==> src/hw/rtl/lfsc_pkg.sv <==
package lfsc_pkg;

    // Sequencer states of the steering controller.
    typedef enum logic [2:0] {
        S_IDLE,
        S_SCAN,
        S_PREP,
        S_DIV,
        S_MUL_P,
        S_MUL_D,
        S_FIN
    } state_t;

    // Drive mode codes on the result channel.
    localparam logic [2:0] MODE_STOP    = 3'd0;
    localparam logic [2:0] MODE_DARK    = 3'd1;
    localparam logic [2:0] MODE_CROSS   = 3'd2;
    localparam logic [2:0] MODE_CORNER  = 3'd3;
    localparam logic [2:0] MODE_COAST   = 3'd4;
    localparam logic [2:0] MODE_SEARCH  = 3'd5;
    localparam logic [2:0] MODE_PD      = 3'd6;

    // Configuration register indexes.
    localparam logic [2:0] REG_BASE     = 3'd0;
    localparam logic [2:0] REG_PROP     = 3'd1;
    localparam logic [2:0] REG_DERIV    = 3'd2;
    localparam logic [2:0] REG_POUTER   = 3'd3;
    localparam logic [2:0] REG_PINNER   = 3'd4;
    localparam logic [2:0] REG_CLIMIT   = 3'd5;
    localparam logic [2:0] REG_BWINDOW  = 3'd6;
    localparam logic [2:0] REG_FINISH   = 3'd7;

    // Speed limits and fixed behavior constants, Q4 px/s where speeds.
    localparam int SPD_W = 20;
    localparam logic signed [SPD_W-1:0] SPD_MAX  = 20'sd2240;
    localparam logic signed [SPD_W-1:0] SPD_MIN  = -20'sd960;
    localparam logic signed [SPD_W-1:0] ARC_BASE = 20'sd480;
    localparam logic signed [SPD_W-1:0] ARC_TURN = 20'sd192;
    localparam logic [7:0] COAST_FRAMES = 8'd35;
    localparam logic [7:0] LOST_MIN     = 8'd3;

    // Saturating frame counter increment.
    function automatic logic [7:0] sat_inc(input logic [7:0] c);
        logic [7:0] r;
        r = (c == 8'hFF) ? 8'hFF : c + 8'd1;
        return r;
    endfunction

    // Clamp a wide speed into the commanded range.
    function automatic logic signed [12:0] clamp_spd(input logic signed [SPD_W-1:0] v);
        logic signed [SPD_W-1:0] r;
        r = v;
        if (r > SPD_MAX) r = SPD_MAX;
        if (r < SPD_MIN) r = SPD_MIN;
        return r[12:0];
    endfunction

endpackage

==> src/hw/rtl/lfsc_sensor_if.sv <==
interface lfsc_sensor_if #(parameter int NUM_SENSORS = 5);
    logic                   valid;
    logic                   ready;
    logic [NUM_SENSORS-1:0] sensor_bits;

    modport source (output valid, output sensor_bits, input ready);
    modport sink (input valid, input sensor_bits, output ready);
endinterface

==> src/hw/rtl/lfsc_steer_if.sv <==
interface lfsc_steer_if;
    logic               valid;
    logic               ready;
    logic signed [12:0] left_speed;
    logic signed [12:0] right_speed;
    logic [2:0]         drive_mode;

    modport source (output valid, output left_speed, output right_speed,
                    output drive_mode, input ready);
    modport sink (input valid, input left_speed, input right_speed,
                  input drive_mode, output ready);
endinterface

==> src/hw/rtl/line_follower_steering_controller.sv <==
// Each frame goes through a scan, a prep step, a divide, a multiply step per gain and a decision;
// one adder scans a sensor per cycle, a restoring divider retires one quotient bit per
// cycle, and one multiplier is used twice.
// The next frame is taken once the result is in the output register.
// Reset (rst_n, asynchronous, active low) loads register defaults and resets all
// tracking state; the block is ready as soon as reset is released.
module line_follower_steering_controller #(
    parameter int NUM_SENSORS = 5
) (
    input  logic               clk,
    input  logic               rst_n,
    lfsc_sensor_if.sink        sensor_in,
    lfsc_steer_if.source       steer_out,
    input  logic               psel,
    input  logic               penable,
    input  logic               pwrite,
    input  logic [4:0]         paddr,
    input  logic [31:0]        pwdata,
    output logic [31:0]        prdata,
    output logic               pready
);

    localparam int IDX_W  = (NUM_SENSORS > 2) ? $clog2(NUM_SENSORS) : 1;
    localparam int CW     = $clog2(NUM_SENSORS + 1);
    localparam int SH_W   = $clog2(NUM_SENSORS * NUM_SENSORS) + 3;
    localparam int DIV_W  = SH_W + 7;
    localparam int DC_W   = $clog2(DIV_W + 1);
    localparam int HALF   = NUM_SENSORS / 2;

    // Configuration registers.
    logic [11:0]        base_speed_reg;
    logic [10:0]        prop_gain_reg;
    logic [10:0]        deriv_gain_reg;
    logic signed [12:0] pivot_outer_reg;
    logic signed [12:0] pivot_inner_reg;
    logic [7:0]         corner_limit_reg;
    logic [7:0]         bar_span_reg;
    logic [7:0]         finish_frames_reg;

    logic       cfg_write;
    logic [2:0] cfg_idx;

    assign pready    = 1'b1;
    assign cfg_write = psel && penable && pwrite;
    assign cfg_idx   = paddr[4:2];

    // Register writes on the access phase.
    always_ff @(posedge clk or negedge rst_n)
    begin
        if (!rst_n)
        begin
            base_speed_reg    <= 12'd576;
            prop_gain_reg     <= 11'd416;
            deriv_gain_reg    <= 11'd144;
            pivot_outer_reg   <= 13'sd1120;
            pivot_inner_reg   <= -13'sd320;
            corner_limit_reg  <= 8'd60;
            bar_span_reg      <= 8'd25;
            finish_frames_reg <= 8'd25;
        end
        else if (cfg_write)
        begin
            unique case (cfg_idx)
                lfsc_pkg::REG_BASE:    base_speed_reg    <= pwdata[11:0];
                lfsc_pkg::REG_PROP:    prop_gain_reg     <= pwdata[10:0];
                lfsc_pkg::REG_DERIV:   deriv_gain_reg    <= pwdata[10:0];
                lfsc_pkg::REG_POUTER:  pivot_outer_reg   <= pwdata[12:0];
                lfsc_pkg::REG_PINNER:  pivot_inner_reg   <= pwdata[12:0];
                lfsc_pkg::REG_CLIMIT:  corner_limit_reg  <= pwdata[7:0];
                lfsc_pkg::REG_BWINDOW: bar_span_reg      <= pwdata[7:0];
                lfsc_pkg::REG_FINISH:  finish_frames_reg <= pwdata[7:0];
                default: ;
            endcase
        end
    end

    // Register readback.
    always_comb
    begin
        unique case (cfg_idx)
            lfsc_pkg::REG_BASE:    prdata = {20'd0, base_speed_reg};
            lfsc_pkg::REG_PROP:    prdata = {21'd0, prop_gain_reg};
            lfsc_pkg::REG_DERIV:   prdata = {21'd0, deriv_gain_reg};
            lfsc_pkg::REG_POUTER:  prdata = {19'd0, pivot_outer_reg};
            lfsc_pkg::REG_PINNER:  prdata = {19'd0, pivot_inner_reg};
            lfsc_pkg::REG_CLIMIT:  prdata = {24'd0, corner_limit_reg};
            lfsc_pkg::REG_BWINDOW: prdata = {24'd0, bar_span_reg};
            lfsc_pkg::REG_FINISH:  prdata = {24'd0, finish_frames_reg};
            default:               prdata = 32'd0;
        endcase
    end

    // Sequencer and datapath registers.
    lfsc_pkg::state_t state_reg, state_next;

    logic [NUM_SENSORS-1:0]  bits_reg;
    logic [IDX_W-1:0]        idx_reg;
    logic [CW-1:0]           dark_reg;
    logic signed [SH_W-1:0]  sh_reg;
    logic signed [SH_W-1:0]  line_sum_reg;
    logic [CW-1:0]           line_cnt_reg;
    logic [DIV_W-1:0]        dq_reg;
    logic [CW:0]             rem_reg;
    logic [DC_W-1:0]         div_cnt_reg;
    logic signed [11:0]      err_w;
    logic signed [27:0]      acc_reg;

    // Tracking state.
    logic signed [11:0] last_error_reg, last_error_next;
    logic               side_right_reg, side_right_next;
    logic [7:0]         lost_count_reg, lost_count_next;
    logic [7:0]         all_dark_reg, all_dark_next;
    logic [7:0]         bar_age_reg, bar_age_next;
    logic [7:0]         corner_count_reg, corner_count_next;
    logic               corner_right_reg, corner_right_next;
    logic               started_reg, started_next;
    logic               done_reg, done_next;

    // Result register.
    logic               out_valid_reg;
    logic signed [12:0] left_reg, right_reg;
    logic [2:0]         mode_reg;
    logic signed [12:0] left_next, right_next;
    logic [2:0]         mode_next;

    logic in_fire;
    logic fin_go;
    logic scan_last;
    logic div_last;

    assign in_fire   = sensor_in.valid && sensor_in.ready;
    assign fin_go    = (state_reg == lfsc_pkg::S_FIN) && (!out_valid_reg || steer_out.ready);
    assign scan_last = (idx_reg == IDX_W'(NUM_SENSORS - 1));
    assign div_last  = (div_cnt_reg == DC_W'(DIV_W - 1));

    // Next-state logic.
    always_comb
    begin
        state_next = state_reg;
        unique case (state_reg)
            lfsc_pkg::S_IDLE:  if (in_fire) state_next = lfsc_pkg::S_SCAN;
            lfsc_pkg::S_SCAN:  if (scan_last) state_next = lfsc_pkg::S_PREP;
            lfsc_pkg::S_PREP:  state_next = lfsc_pkg::S_DIV;
            lfsc_pkg::S_DIV:   if (div_last) state_next = lfsc_pkg::S_MUL_P;
            lfsc_pkg::S_MUL_P: state_next = lfsc_pkg::S_MUL_D;
            lfsc_pkg::S_MUL_D: state_next = lfsc_pkg::S_FIN;
            lfsc_pkg::S_FIN:   if (fin_go) state_next = lfsc_pkg::S_IDLE;
            default:           state_next = lfsc_pkg::S_IDLE;
        endcase
    end

    // Handshake outputs.
    always_comb
    begin
        sensor_in.ready       = (state_reg == lfsc_pkg::S_IDLE);
        steer_out.valid       = out_valid_reg;
        steer_out.left_speed  = left_reg;
        steer_out.right_speed = right_reg;
        steer_out.drive_mode  = mode_reg;
    end

    always_ff @(posedge clk or negedge rst_n)
    begin
        if (!rst_n)
            state_reg <= lfsc_pkg::S_IDLE;
        else
            state_reg <= state_next;
    end

    // Sensor scan: one sensor per cycle through one adder.
    logic signed [SH_W-1:0] pos;
    assign pos = SH_W'(2 * idx_reg) - SH_W'(NUM_SENSORS - 1);

    // Line polarity, taken from the scan totals.
    logic                   majority;
    logic                   inverted;
    assign majority = dark_reg > CW'(HALF);
    assign inverted = majority && bits_reg[0] && bits_reg[NUM_SENSORS-1];

    // Restoring divider step.
    logic [CW:0] rem_shift;
    logic        rem_ge;
    assign rem_shift = {rem_reg[CW-1:0], dq_reg[DIV_W-1]};
    assign rem_ge    = rem_shift >= {1'b0, line_cnt_reg};

    logic [SH_W-1:0] line_abs;
    assign line_abs = line_sum_reg[SH_W-1] ? SH_W'(-line_sum_reg) : line_sum_reg;

    // Shared multiplier: gain times error term.
    logic [10:0]        mul_a;
    logic signed [12:0] mul_b;
    logic signed [24:0] mul_p;
    logic signed [12:0] derr;
    assign derr  = 13'(err_w) - 13'(last_error_reg);
    assign mul_a = (state_reg == lfsc_pkg::S_MUL_P) ? prop_gain_reg : deriv_gain_reg;
    assign mul_b = (state_reg == lfsc_pkg::S_MUL_P) ? 13'(err_w) : derr;
    assign mul_p = $signed({1'b0, mul_a}) * mul_b;

    always_ff @(posedge clk)
    begin
        unique case (state_reg)
            lfsc_pkg::S_IDLE:
            begin
                bits_reg <= sensor_in.sensor_bits;
                idx_reg  <= '0;
                dark_reg <= '0;
                sh_reg   <= '0;
            end
            lfsc_pkg::S_SCAN:
            begin
                if (bits_reg[idx_reg])
                begin
                    dark_reg <= dark_reg + CW'(1);
                    sh_reg   <= sh_reg + pos;
                end
                idx_reg <= idx_reg + IDX_W'(1);
            end
            lfsc_pkg::S_PREP:
            begin
                // Light positions sum to the negative of the dark ones, so the
                // magnitude is the same either way.
                line_sum_reg <= inverted ? -sh_reg : sh_reg;
                line_cnt_reg <= inverted ? CW'(NUM_SENSORS) - dark_reg : dark_reg;
                dq_reg       <= {sh_reg[SH_W-1] ? SH_W'(-sh_reg) : sh_reg, 7'd0};
                rem_reg      <= '0;
                div_cnt_reg  <= '0;
            end
            lfsc_pkg::S_DIV:
            begin
                rem_reg     <= rem_ge ? rem_shift - {1'b0, line_cnt_reg} : rem_shift;
                dq_reg      <= {dq_reg[DIV_W-2:0], rem_ge};
                div_cnt_reg <= div_cnt_reg + DC_W'(1);
            end
            lfsc_pkg::S_MUL_P:
            begin
                acc_reg <= 28'(mul_p) + 28'sd128;
            end
            lfsc_pkg::S_MUL_D:
            begin
                acc_reg <= acc_reg + 28'(mul_p);
            end
            default: ;
        endcase
    end

    // Signed error from the quotient magnitude.
    always_comb
    begin
        if (line_cnt_reg == '0)
            err_w = '0;
        else if (line_sum_reg[SH_W-1])
            err_w = -$signed(dq_reg[11:0]);
        else
            err_w = $signed(dq_reg[11:0]);
    end

    // Frame decision: mode, speeds and tracking updates.
    logic signed [lfsc_pkg::SPD_W-1:0] base_w, corr_w, po_w, pi_w;
    logic [15:0] sh_abs5, dark2, asum5, cnt2, asum1;
    logic [SH_W-1:0] sh_abs;
    logic            handled;

    always_comb
    begin
        base_w  = lfsc_pkg::SPD_W'(base_speed_reg);
        corr_w  = lfsc_pkg::SPD_W'(acc_reg >>> 8);
        po_w    = lfsc_pkg::SPD_W'(pivot_outer_reg);
        pi_w    = lfsc_pkg::SPD_W'(pivot_inner_reg);
        sh_abs  = sh_reg[SH_W-1] ? SH_W'(-sh_reg) : sh_reg;
        sh_abs5 = 16'(sh_abs) * 16'd5;
        dark2   = 16'(dark_reg) * 16'd2;
        asum5   = 16'(line_abs) * 16'd5;
        asum1   = 16'(line_abs);
        cnt2    = 16'(line_cnt_reg) * 16'd2;
        handled = 1'b0;

        last_error_next   = last_error_reg;
        side_right_next   = side_right_reg;
        lost_count_next   = lost_count_reg;
        all_dark_next     = all_dark_reg;
        bar_age_next      = bar_age_reg;
        corner_count_next = corner_count_reg;
        corner_right_next = corner_right_reg;
        started_next      = started_reg;
        done_next         = done_reg;
        left_next         = '0;
        right_next        = '0;
        mode_next         = lfsc_pkg::MODE_STOP;

        if (done_reg)
        begin
            handled = 1'b1;
        end
        else if (dark_reg == CW'(NUM_SENSORS))
        begin
            handled           = 1'b1;
            all_dark_next     = lfsc_pkg::sat_inc(all_dark_reg);
            corner_count_next = '0;
            if (started_reg && all_dark_next > finish_frames_reg)
                done_next = 1'b1;
            else
            begin
                left_next  = lfsc_pkg::clamp_spd(base_w);
                right_next = lfsc_pkg::clamp_spd(base_w);
                mode_next  = lfsc_pkg::MODE_DARK;
            end
        end
        else
        begin
            all_dark_next = '0;
            started_next  = 1'b1;
            // Wide bar: remember which side it leans to.
            if (!inverted && dark_reg >= CW'(3))
            begin
                bar_age_next = '0;
                if (sh_abs5 > dark2)
                    side_right_next = !sh_reg[SH_W-1] && (sh_reg != '0);
            end
            else
                bar_age_next = lfsc_pkg::sat_inc(bar_age_reg);

            if (majority && !inverted)
            begin
                handled         = 1'b1;
                lost_count_next = '0;
                left_next       = lfsc_pkg::clamp_spd(base_w);
                right_next      = lfsc_pkg::clamp_spd(base_w);
                mode_next       = lfsc_pkg::MODE_CROSS;
            end
            else if (corner_count_reg != '0)
            begin
                // Latched corner continues unless the line is back near center or the corner limit is passed.
                corner_count_next = lfsc_pkg::sat_inc(corner_count_reg);
                if ((line_cnt_reg != '0 && asum1 <= cnt2)
                    || corner_count_next > corner_limit_reg)
                    corner_count_next = '0;
                else
                begin
                    handled    = 1'b1;
                    left_next  = lfsc_pkg::clamp_spd(corner_right_reg ? po_w : pi_w);
                    right_next = lfsc_pkg::clamp_spd(corner_right_reg ? pi_w : po_w);
                    mode_next  = lfsc_pkg::MODE_CORNER;
                end
            end

            if (!handled && line_cnt_reg == '0)
            begin
                lost_count_next = lfsc_pkg::sat_inc(lost_count_reg);
                if (lost_count_next >= lfsc_pkg::LOST_MIN && bar_age_next < bar_span_reg)
                begin
                    corner_count_next = 8'd1;
                    corner_right_next = side_right_next;
                    left_next  = lfsc_pkg::clamp_spd(side_right_next ? po_w : pi_w);
                    right_next = lfsc_pkg::clamp_spd(side_right_next ? pi_w : po_w);
                    mode_next  = lfsc_pkg::MODE_CORNER;
                end
                else if (lost_count_next <= lfsc_pkg::COAST_FRAMES)
                begin
                    left_next  = lfsc_pkg::clamp_spd(base_w);
                    right_next = lfsc_pkg::clamp_spd(base_w);
                    mode_next  = lfsc_pkg::MODE_COAST;
                end
                else
                begin
                    left_next  = side_right_next ? lfsc_pkg::clamp_spd(lfsc_pkg::ARC_BASE
                                     + lfsc_pkg::ARC_TURN)
                                 : lfsc_pkg::clamp_spd(lfsc_pkg::ARC_BASE - lfsc_pkg::ARC_TURN);
                    right_next = side_right_next ? lfsc_pkg::clamp_spd(lfsc_pkg::ARC_BASE
                                     - lfsc_pkg::ARC_TURN)
                                 : lfsc_pkg::clamp_spd(lfsc_pkg::ARC_BASE + lfsc_pkg::ARC_TURN);
                    mode_next  = lfsc_pkg::MODE_SEARCH;
                end
            end
            else if (!handled)
            begin
                // Clamped PD steering.
                lost_count_next = '0;
                if (asum5 > cnt2)
                    side_right_next = !line_sum_reg[SH_W-1] && (line_sum_reg != '0);
                last_error_next = err_w;
                left_next       = lfsc_pkg::clamp_spd(base_w + corr_w);
                right_next      = lfsc_pkg::clamp_spd(base_w - corr_w);
                mode_next       = lfsc_pkg::MODE_PD;
            end
        end
    end

    // Tracking state commits when the result is loaded.
    always_ff @(posedge clk or negedge rst_n)
    begin
        if (!rst_n)
        begin
            last_error_reg   <= '0;
            side_right_reg   <= 1'b1;
            lost_count_reg   <= '0;
            all_dark_reg     <= '0;
            bar_age_reg      <= 8'hFF;
            corner_count_reg <= '0;
            corner_right_reg <= 1'b0;
            started_reg      <= 1'b0;
            done_reg         <= 1'b0;
        end
        else if (fin_go)
        begin
            last_error_reg   <= last_error_next;
            side_right_reg   <= side_right_next;
            lost_count_reg   <= lost_count_next;
            all_dark_reg     <= all_dark_next;
            bar_age_reg      <= bar_age_next;
            corner_count_reg <= corner_count_next;
            corner_right_reg <= corner_right_next;
            started_reg      <= started_next;
            done_reg         <= done_next;
        end
    end

    // Output register: holds a result until its transfer.
    always_ff @(posedge clk or negedge rst_n)
    begin
        if (!rst_n)
            out_valid_reg <= 1'b0;
        else if (fin_go)
            out_valid_reg <= 1'b1;
        else if (steer_out.ready)
            out_valid_reg <= 1'b0;
    end

    always_ff @(posedge clk)
    begin
        if (fin_go)
        begin
            left_reg  <= left_next;
            right_reg <= right_next;
            mode_reg  <= mode_next;
        end
    end

    // A new result appears only out of the decision step.
    assert property (@(posedge clk) disable iff (!rst_n)
        $rose(out_valid_reg) |-> $past(state_reg == lfsc_pkg::S_FIN))
        else $error("result valid without a decision step");

    // Once finished, the controller stays finished.
    assert property (@(posedge clk) disable iff (!rst_n)
        done_reg |=> done_reg)
        else $error("finished flag cleared");

    // A corner result always leaves a latched turn behind.
    assert property (@(posedge clk) disable iff (!rst_n)
        (fin_go && mode_next == lfsc_pkg::MODE_CORNER) |=> corner_count_reg != 8'd0)
        else $error("corner result without latched turn");

    // Finished frames report stop with zero speeds.
    assert property (@(posedge clk) disable iff (!rst_n)
        (fin_go && done_reg) |=> (mode_reg == lfsc_pkg::MODE_STOP && left_reg == 13'sd0))
        else $error("finished controller not stopped");

endmodule
==> src/flat_wrapper.sv <==
// flat-port wrapper written by rule: the top's interface ports become plain ports
module line_follower_steering_controller_flat 
#(
    parameter int NUM_SENSORS = 5
)
  (clk, rst_n, psel, penable, pwrite, paddr, pwdata, prdata, pready, sensor_in_valid, sensor_in_sensor_bits, sensor_in_ready, steer_out_valid, steer_out_left_speed, steer_out_right_speed, steer_out_drive_mode, steer_out_ready);
  lfsc_sensor_if #(.NUM_SENSORS(NUM_SENSORS)) sensor_in_i ();
  lfsc_steer_if steer_out_i ();
  input  logic clk;
  input  logic rst_n;
  input  logic psel;
  input  logic penable;
  input  logic pwrite;
  input  logic [4:0] paddr;
  input  logic [31:0] pwdata;
  output logic [31:0] prdata;
  output logic pready;
  input wire logic [$bits(sensor_in_i.valid)-1:0] sensor_in_valid;
  input wire logic [$bits(sensor_in_i.sensor_bits)-1:0] sensor_in_sensor_bits;
  output wire logic [$bits(sensor_in_i.ready)-1:0] sensor_in_ready;
  output wire logic [$bits(steer_out_i.valid)-1:0] steer_out_valid;
  output wire logic [$bits(steer_out_i.left_speed)-1:0] steer_out_left_speed;
  output wire logic [$bits(steer_out_i.right_speed)-1:0] steer_out_right_speed;
  output wire logic [$bits(steer_out_i.drive_mode)-1:0] steer_out_drive_mode;
  input wire logic [$bits(steer_out_i.ready)-1:0] steer_out_ready;
  assign sensor_in_i.valid = sensor_in_valid;
  assign sensor_in_i.sensor_bits = sensor_in_sensor_bits;
  assign sensor_in_ready = sensor_in_i.ready;
  assign steer_out_valid = steer_out_i.valid;
  assign steer_out_left_speed = steer_out_i.left_speed;
  assign steer_out_right_speed = steer_out_i.right_speed;
  assign steer_out_drive_mode = steer_out_i.drive_mode;
  assign steer_out_i.ready = steer_out_ready;
  line_follower_steering_controller #(.NUM_SENSORS(NUM_SENSORS)) u_core (.clk(clk), .rst_n(rst_n), .sensor_in(sensor_in_i), .steer_out(steer_out_i), .psel(psel), .penable(penable), .pwrite(pwrite), .paddr(paddr), .pwdata(pwdata), .prdata(prdata), .pready(pready));
endmodule
==> config.mk <==
export PLATFORM = sky130hd
export DESIGN_NAME = line_follower_steering_controller_flat
export DESIGN_NICKNAME = d
export VERILOG_FILES = /design/src/hw/rtl/lfsc_pkg.sv /design/src/hw/rtl/lfsc_sensor_if.sv /design/src/hw/rtl/lfsc_steer_if.sv /design/src/hw/rtl/line_follower_steering_controller.sv /design/src/flat_wrapper.sv
export SDC_FILE = /design/constraint.sdc
export NUM_CORES = 1
export LEC_CHECK = 0
export BUFFER_PORTS_ARGS = -buffer_cell sky130_fd_sc_hd__clkbuf_2
export CORE_UTILIZATION = 30
export CTS_CLUSTER_SIZE = 25
export DETAILED_ROUTE_END_ITERATION = 8
export SLEW_MARGIN = 20
export SYNTH_ARGS = -nofsm -noshare
export SYNTH_HDL_FRONTEND = slang
export SYNTH_SLANG_ARGS = --single-unit
export TNS_END_PERCENT = 100
==> constraint.sdc <==
create_clock -name clk -period 22.6 [get_ports clk]
set_input_delay 4.52 -clock clk [delete_from_list [all_inputs] [get_ports clk]]
set_output_delay 4.52 -clock clk [all_outputs]
set_load 0.05 [all_outputs]
==> metrics list <==
- Initial DRC count: 1,769
- The number of hold buffers added after CTS was 0.
* Final std cells w/o fill: 4,093
* Area share of the largest cell type after synthesis: 12.5%
* Post-Route Setup TNS: 0 ps
* P&R area growth vs syn: 9.85%
- Sequential elements use 25.9% of the synthesized area.
* Number of enable-type register cells in the synthesized netlist: 107
* WL final: 73,900 um
- Num rows: 107
- Worst Hold Slack: 469 ps
- Dividing the detail-routed wire length by the instance count gives 18.0 um.
- Source of the critical timing path: paddr[4]
- Maximum number of pins on one net before global-route repair: 77
* RSZ-0062 raised after global routing: no
- Fill cells in the final layout number 8,787.
* Final routed DRC violation total: 0
- The worst setup path is captured at an output port.
- Summed over all nets, the half-perimeter wirelength after detailed placement is 57,400 um.
- The critical path goes through clkbuf_2, inv_1, nand2_1, inv_1, a221oi_1, a21oi_1, a311oi_1, nor2_1, clkbuf_2.
* Crit share post-route: 50.2%
- In the final design database the tool counted 3,320 nets.
- Timing would allow up to 0.0882 GHz.
- Relative slew slack: 26.8%
- Endpoint required time on the critical path: 18,080 ps
- In this run, post-CTS repair resized a total of 0 instances.
* Die area: 86,900 um2
- RePlAce Congestion: 0.949
- The initial utilization of the core area, before any placement, comes to 30.3%.
- The routed layout has 21,400 vias.
- In this run the count of I/O pins placed on the die edge is 113.
* R2r startpoint: u_core.line_cnt_reg[0]
- Across the run, the number of max-cap violations was 0.
* Result of the run: completed
- Wire length of the first global-routing pass: 117,000 um
* Aggregate global-route resource usage: 16.9%
- Flip-flop and latch count after synthesis: 243
- After synthesis the cells add up to 25,700 um2.
* Number of instances in the synthesized netlist: 2,903
- Leading cell types by total area after synthesis: edfxtp_1 (12%), ha_1 (11%), fa_1 (10%), dfrtp_1 (9.8%), inv_1 (4.4%)
- DP Area: 27,200 um2
- Number of distinct library cell variants in the gate-level netlist after synthesis: 112
- Clock slew at the register clock pins of the worst setup and hold paths: 60 ps
- In this design, the stage delay of the slowest critical-path cell is 590 ps.
- The repair_antennas step left the layout with diodes totalling 0.
- For this run, asynchronously set or reset flops after synthesis account for 56.0%.
* Class of the worst hold path: reg -> reg
- The commonest cells after synthesis are inv_1 (301), nand2_1 (270), nor2_1 (232), ha_1 (218), a21oi_1 (169).
- Once detail routing completed, the nets flagged for antenna violations numbered 0.
- Counting along the longest clock path gives a buffer depth of 3.
- Final setup fails: 0
- The register with the most flip-flops in the layout has 28 of them.
* Sort of element at the start of the critical path: primary input
- Port Buffer Count: 71
- The number of setup buffers added after CTS is 0.
* Count leader, synth: inv_1
* Via/cell ratio: 5.24
- Floorplan core area: 85,000 um2
* Synthesized area divided by synthesized cell count: 8.86 um2
- The worst path in the final design needs a cycle of 11,340 ps, including I/O delays and setup.
- First drt pass iteration count: 6
- Arrival time reported for the critical path endpoint: 6820 ps
- The clock arrives with 16.7 ps of skew.
* Count of warnings emitted by yosys: 0
* Clock tree from TritonCTS: yes
- Number of clock buffers inserted by TritonCTS: 31
- The slowest stage of the critical path belongs to the cell clkbuf_2.
* Die H: 295 um
- Final-report hold violation count: 0
* Worst setup path class: in -> out
* Worst R2R Setup Slack: 11,340 ps
- Along the worst path, the maximum fanout reaches 30.
- After routing the design area is 28,300 um2.
- At the pin with the least slew margin, the transition time is 1100 ps.
* Pins over their slew limit: 0
- Clock Root Buffer: clkbuf_16
- Synth area leader: edfxtp_1
- In the final layout, the share of cells above drive strength 1 is 11.4%.
- Antenna violations before repair: 0
* CTS H-tree depth: 1
- The via count of the first global-routing pass came to 20,600.
* Die X-Extent: 295 um
* Placed cell count: 4,034
- CTS saw 243 sinks.
- Latest clock arrival within the worst-skew pair: 600 ps
* Grt ovf: 0
* Hold wc startpoint: u_core.started_reg
- For this run, the leading register cell type out of synthesis is edfxtp_1.
[metal layers]
metal | track usage (%) | part of all wire (%)
met5 | 0 | 0
met4 | 5.40 | 3.3
met3 | 2.19 | 6.4
met2 | 26.7 | 44
met1 | 23.7 | 47
[cell usage in the layout (no fill, tap or decap), types with 26 or more instances in the layout]
| cell type | Yosys | layout |
|---|---|---|
| a21o_1 | 50 | 50 |
| a21oi_1 | 169 | 169 |
| a31oi_1 | 26 | 26 |
| and2_1 | 32 | 32 |
| buf_4 | 20 | 28 |
| clkbuf_16 | 0 | 33 |
| clkbuf_2 | 1 | 70 |
| dfrtp_1 | 101 | 101 |
| dfstp_2 | 35 | 35 |
| edfxtp_1 | 107 | 107 |
| fa_1 | 129 | 129 |
| ha_1 | 218 | 218 |
| inv_1 | 301 | 301 |
| mux2_2 | 90 | 90 |
| mux2i_1 | 63 | 62 |
| nand2_1 | 270 | 270 |
| nand2b_1 | 28 | 28 |
| nand3_1 | 60 | 60 |
| nand4_1 | 27 | 27 |
| nor2_1 | 232 | 231 |
| nor2b_1 | 45 | 42 |
| nor3_1 | 67 | 63 |
| o21a_1 | 28 | 28 |
| o21ai_0 | 146 | 146 |
| xnor2_1 | 87 | 87 |
| xor2_1 | 53 | 53 |
[critical path, delay by kind of cell]
kind                   cells  cell delay (ps)
AND/OR/NAND/NOR            2              380
AO/OA/AOI/OAI              3              580
buffers and inverters      4             1310
[per-stage QoR]
| stage | setup slack [ps] | util, % |
|---|---|---|
| global placement | 11270 | 32.0 |
| detailed placement | 11340 | 32.0 |
| floorplan | 11760 | - |
| finish | 11260 | 33.2 |
| CTS | 11320 | 33.2 |
| global route | 10490 | 33.2 |
[path summary, 6_finish.rpt]
check | to | cells past startpoint
setup / recovery | prdata[1] | 9
hold / removal | u_core.started_reg | 1
setup reg to reg | u_core.acc_reg[27] | 40
hold reg to reg | u_core.started_reg | 1
max in group asynchronous | u_core.prop_gain_reg[5] | 3
min in group asynchronous | u_core.all_dark_reg[6] | 1
[layout make-up]
class	count	area (um2)	area share, %
inverters	304	1140	4.04
repair buffers	100	599	2.12
clock inverters	15	119	0.421
flip-flops and latches	243	6660	23.6
well taps	1144	1430	5.07
multi-input cells	2244	17400	61.7
clock buffers	43	873	3.09
[cell families (layout without fill, tap and decap cells)]
logic type                 count (synthesis)  count (layout)  share of synthesized area [%]
xor gates and xnor gates                 144             144                           5.04
other                                      2              20                         0.0292
AOI/OAI and AO/OA                        695             695                           18.3
buffers and inverters                    434             462                           6.77
DFF                                      243             243                           25.9
muxes                                    155             155                           6.57
and+or+nand+nor                          883             883                           16.8
adders and majority gates                347             347                           20.6
Power is left out: the tool's default activity adds up to more than one toggle a clock period on the data nets, which glitch-free logic cannot reach.
